===== config.mk =====
export PLATFORM = sky130hd
export DESIGN_NAME = lsp_mod_unit
export DESIGN_NICKNAME = d
export VERILOG_FILES = /design/src/lsp_mod_unit.sv
export SDC_FILE = /design/constraint.sdc
export NUM_CORES = 1
export LEC_CHECK = 0
export ABC_CLOCK_PERIOD_IN_PS = 2900
export BUFFER_PORTS_ARGS = -buffer_cell sky130_fd_sc_hd__buf_2
export CORE_MARGIN = 2
export CORE_UTILIZATION = 25
export CTS_BUF_LIST = sky130_fd_sc_hd__clkbuf_4 sky130_fd_sc_hd__clkbuf_8
export CTS_CLUSTER_DIAMETER = 100
export DETAILED_ROUTE_END_ITERATION = 10
export PLACE_DENSITY = 0.46
export SLEW_MARGIN = 5
export SYNTH_ARGS = -nofsm -noshare
export SYNTH_HDL_FRONTEND = slang
export SYNTH_SLANG_ARGS = --single-unit

===== constraint.sdc =====
create_clock -name i_clk -period 2.9 [get_ports i_clk]
set_input_delay 0.145 -clock i_clk [delete_from_list [all_inputs] [get_ports i_clk]]
set_output_delay 0.145 -clock i_clk [all_outputs]
set_load 0.005 [all_outputs]

===== src/lsp_mod_unit.sv =====
`timescale 1ns / 1ps
// ----------------------------------------------------------------------------
// Line scramble permutation remainder unit
// Restoring remainder, one dividend bit per cycle.
// ----------------------------------------------------------------------------
module lsp_mod_unit #(
    parameter int CW = 11,
    parameter int PW = 10
) (
    input  logic          i_clk,
    input  logic          i_rst_n,
    input  logic          i_start,
    input  logic [CW-1:0] i_dividend,
    input  logic [CW-1:0] i_divisor,
    output logic          o_done,
    output logic [PW-1:0] o_rem
);

    localparam int CNT_W = $clog2(CW + 1);

    logic [CW-1:0]    r_rem;
    logic [CW-1:0]    r_dvd;
    logic [CNT_W-1:0] r_cnt;
    logic             r_busy;
    logic             r_done;

    logic [CW:0] trial;
    logic [CW:0] diff;
    logic        ge;
    logic [CW-1:0] n_rem;

    always_comb begin
        trial = {r_rem, r_dvd[CW-1]};
        diff  = trial - {1'b0, i_divisor};
        ge    = (trial >= {1'b0, i_divisor});
        n_rem = ge ? diff[CW-1:0] : trial[CW-1:0];
    end

    always_ff @(posedge i_clk) begin
        if (!i_rst_n) begin
            r_busy <= 1'b0;
            r_done <= 1'b0;
        end else begin
            r_done <= 1'b0;
            if (i_start) begin
                r_busy <= 1'b1;
            end else if (r_busy && r_cnt == CNT_W'(CW - 1)) begin
                r_busy <= 1'b0;
                r_done <= 1'b1;
            end
        end
    end

    always_ff @(posedge i_clk) begin
        if (i_start) begin
            r_rem <= '0;
            r_dvd <= i_dividend;
            r_cnt <= '0;
        end else if (r_busy) begin
            r_rem <= n_rem;
            r_dvd <= {r_dvd[CW-2:0], 1'b0};
            r_cnt <= r_cnt + 1'b1;
        end
    end

    // The remainder is below the divisor, which never exceeds the table depth.
    assign o_done = r_done;
    assign o_rem  = PW'(r_rem);

endmodule


==> qor.yml <==
grtUsageMet2: 0.1636
p_leak_nw: 0.9089
whs_path_depth: 3
grt_use_met1: 0.1396
drc: 0
place.gp.congestion: 0.7604
post_drt_wl_per_cell_um: 13.13
hold-path-endpoint: "o_done$_SDFF_PP0_"
ys.flop_type: "dfxtp_1"
worstReg2RegEnd: "r_rem[4]$_SDFFE_PP0P_"
cap_violations: 0
cts-resized-gates: 0
ctsHtreeMaxLevel: 1
synthArstFlopShare: 0
grt_antenna_before_repair: 0
synth_seq_area_share: 0.3503
area_growth_pct: 13.86
grt_overflow: 0
vias: 1542
clkTransAtPathRegs_ps: 100
slew_headroom: 0.5825
met3_usage: 0.01328
cts_hold_buf: 0
yosys-top-cells-area: "dfxtp_1, edfxtp_1, ha_1, mux2_2, buf_4"
hold_violations: 0
cts-root-buf: "clkbuf_8"
synth_top_area_cell: "dfxtp_1"
top_usage_layer: "met2"
synth_edf_count: 11
postSynthCellCount: 209
routed_via_density: 4.687
required_ps: 3090
avgSynthCellArea_um2: 9.160
row_count: 31
status: "complete, no violations"
setup_violations: 0
postCtsSetupRepairBufs: 0
rrSetupSlack_ps: 300
grt_start_max_net_pins: 33
ant_nets: 0
syn-cell-area_um2: 1914
synth-seq-cells: 28
cts_num_sinks: 28
finalCritPeriodShare: 0.8962
die_area_um2: 8373
final_core_util: 0.2973
crit_type: "flop to flop"
start_util: 0.2611
numCtsBuffers: 3
worstSetupEndpointType: "flop"
drv_slew: 0
design.core.area_um2: 7331
synth_top_area_frac: 0.1778
p_per_area_nw_per_um2: 501.0
grt_pass1_wl_um: 6969
hold_start: "i_rst_n"
fin_crit_ps: 2599
synth_cell_types: 54
dp_hpwl_um: 3258
tightest_slew_ps: 626.3
rr_worst_depth: 9
finalSetupTns_ps: 0
grt_pass1_vias: 1475
cts_buffer_depth: 2
drive_gt1_frac: 0.2435
drtIter0Drc: 78
arrival_ps: 2790
r2r-start: "r_dvd[10]$_DFFE_PP_"
first_pass_iters: 4
io_pins: 36
cp_max_fo: 13
worst_setup_path_start_kind: "flop"
rsz0062_at_grt: "false"
fmax_ghz: 0.3848
cts_tree: "yes"
die_w_um: 91.51
port_buffers: 35
synth.net_count: 248
totalWireLength_um: 4320
final_nets: 270
clk_latency_ps: 270
holdCritPathClass: "input port to flop"
vdd_ir_drop_max_uv: 238.0
n_antenna_cell: 0
grtUsageTotal: 0.1006
fin_skew_ps: 1.780
die_h_um: 91.51
yosys_warnings: 0
-- layout make-up --
class	instances	area, um2
fillers	787	5151
multi-input cells	145	1064
repair buffers	37	190.2
flip-flops and latches	28	670.6
clock buffers	3	41.29
clock inverters	1	30.03
inverters	16	60.06
well taps	99	123.9
-- Yosys cell counts, drive strengths merged, types with 2 or more instances --
master / instances
a2111oi: 2
a211o: 2
a211oi: 3
a21o: 2
a21oi: 11
a311oi: 7
buf: 17
clkbuf: 3
dfxtp: 17
edfxtp: 11
ha: 13
inv: 16
mux2: 10
nand2: 7
nand2b: 2
nand3: 8
nand4: 2
nor2: 21
nor2b: 5
nor3b: 2
o2111ai: 2
o21a: 4
o21ai: 12
xnor2: 4
xor2: 3
-- critical path: stages, from the launching register on --
cell       delay (ps)
edfxtp_1          370
inv_1              50
ha_1              190
fa_1              400
nand2b_1          170
a21oi_1           190
o211a_1           210
o2111ai_2         320
a211o_1           370
a311oi_1          250
-- logic make-up after synthesis --
kind of cell	synth area share
xor gates and xnor gates	0.03203
AOI/OAI and AO/OA	0.2085
adders and majority gates	0.09543
buffers and inverters	0.09412
and+or+nand+nor	0.1556
DFF	0.3503
muxes	0.06405
-- per-stage QoR --
| step | instances | hold WS [ps] | setup slack [ps] | cell area, um2 | power, mW |
|---|---|---|---|---|---|
| after detailed placement | 325 | 388.0 | 312.4 | 2108 | 0.7905 |
| after CTS | 329 | 87.95 | 299.6 | 2180 | 1.104 |
| after global routing | 329 | 96.54 | 25.73 | 2180 | 1.162 |
| after global placement | 325 | 380.6 | 348.4 | 2108 | 0.7903 |
| after floorplan | 209 | 272.4 | 736.4 | 1914 | 0.7170 |
| final | 329 | 97.12 | 301.1 | 2180 | 1.092 |
-- state kept, by name, indices dropped and copies added, names as in the netlist --
register	flops
r_dvd	11
r_rem	11
r_cnt	4
o_done	1
r_busy	1
-- power breakdown --
group	switching [mW]	internal, mW	total, mW
Sequential	0.0288	0.448	0.476
Clock	0.127	0.185	0.311
Combinational	0.167	0.138	0.304
-- placed cells by master (no fill, tap or decap), types with 2 or more instances in the layout --
| cell type | synthesis | routed |
|---|---|---|
| buf_2 | 3 | 35 |
| nor2_1 | 20 | 20 |
| dfxtp_1 | 17 | 17 |
| inv_1 | 16 | 16 |
| ha_1 | 13 | 13 |
| a21oi_1 | 11 | 11 |
| edfxtp_1 | 11 | 11 |
| mux2_2 | 10 | 10 |
| o21ai_0 | 10 | 10 |
| nand3_1 | 8 | 8 |
| nand2_1 | 7 | 7 |
| a311oi_1 | 7 | 7 |
| nor2b_1 | 5 | 5 |
| o21a_1 | 4 | 4 |
| xnor2_1 | 4 | 4 |
| a211oi_1 | 3 | 3 |
| xor2_1 | 3 | 3 |
| clkbuf_8 | 0 | 3 |
| o21ai_1 | 2 | 2 |
| nand2b_1 | 2 | 2 |
| a21o_1 | 2 | 2 |
| a211o_1 | 2 | 2 |
| nand4_1 | 2 | 2 |
| nor3b_1 | 2 | 2 |
| buf_4 | 11 | 2 |
-- routing by layer --
layer / part of all wire / vias to the layer above
li1: - / 802
met1: 0.51 / 718
met2: 0.45 / 20
met3: 0.036 / 2
met4: 0.0067 / 0
met5: 0 / -
-- worst max-delay path by stage --
| stage | from | to | slack, ps |
|---|---|---|---|
| after floorplan | r_dvd[10]$_DFFE_PP_ | r_rem[4]$_SDFFE_PP0P_ | 740 |
| after global placement | r_dvd[10]$_DFFE_PP_ | r_rem[4]$_SDFFE_PP0P_ | 350 |
| after detailed placement | r_dvd[10]$_DFFE_PP_ | r_rem[4]$_SDFFE_PP0P_ | 310 |
| after CTS | r_dvd[10]$_DFFE_PP_ | r_rem[4]$_SDFFE_PP0P_ | 300 |
| after global routing | r_dvd[10]$_DFFE_PP_ | r_rem[4]$_SDFFE_PP0P_ | 30 |
| final | r_dvd[10]$_DFFE_PP_ | r_rem[4]$_SDFFE_PP0P_ | 300 |
(Power assumes the default switching activity.)
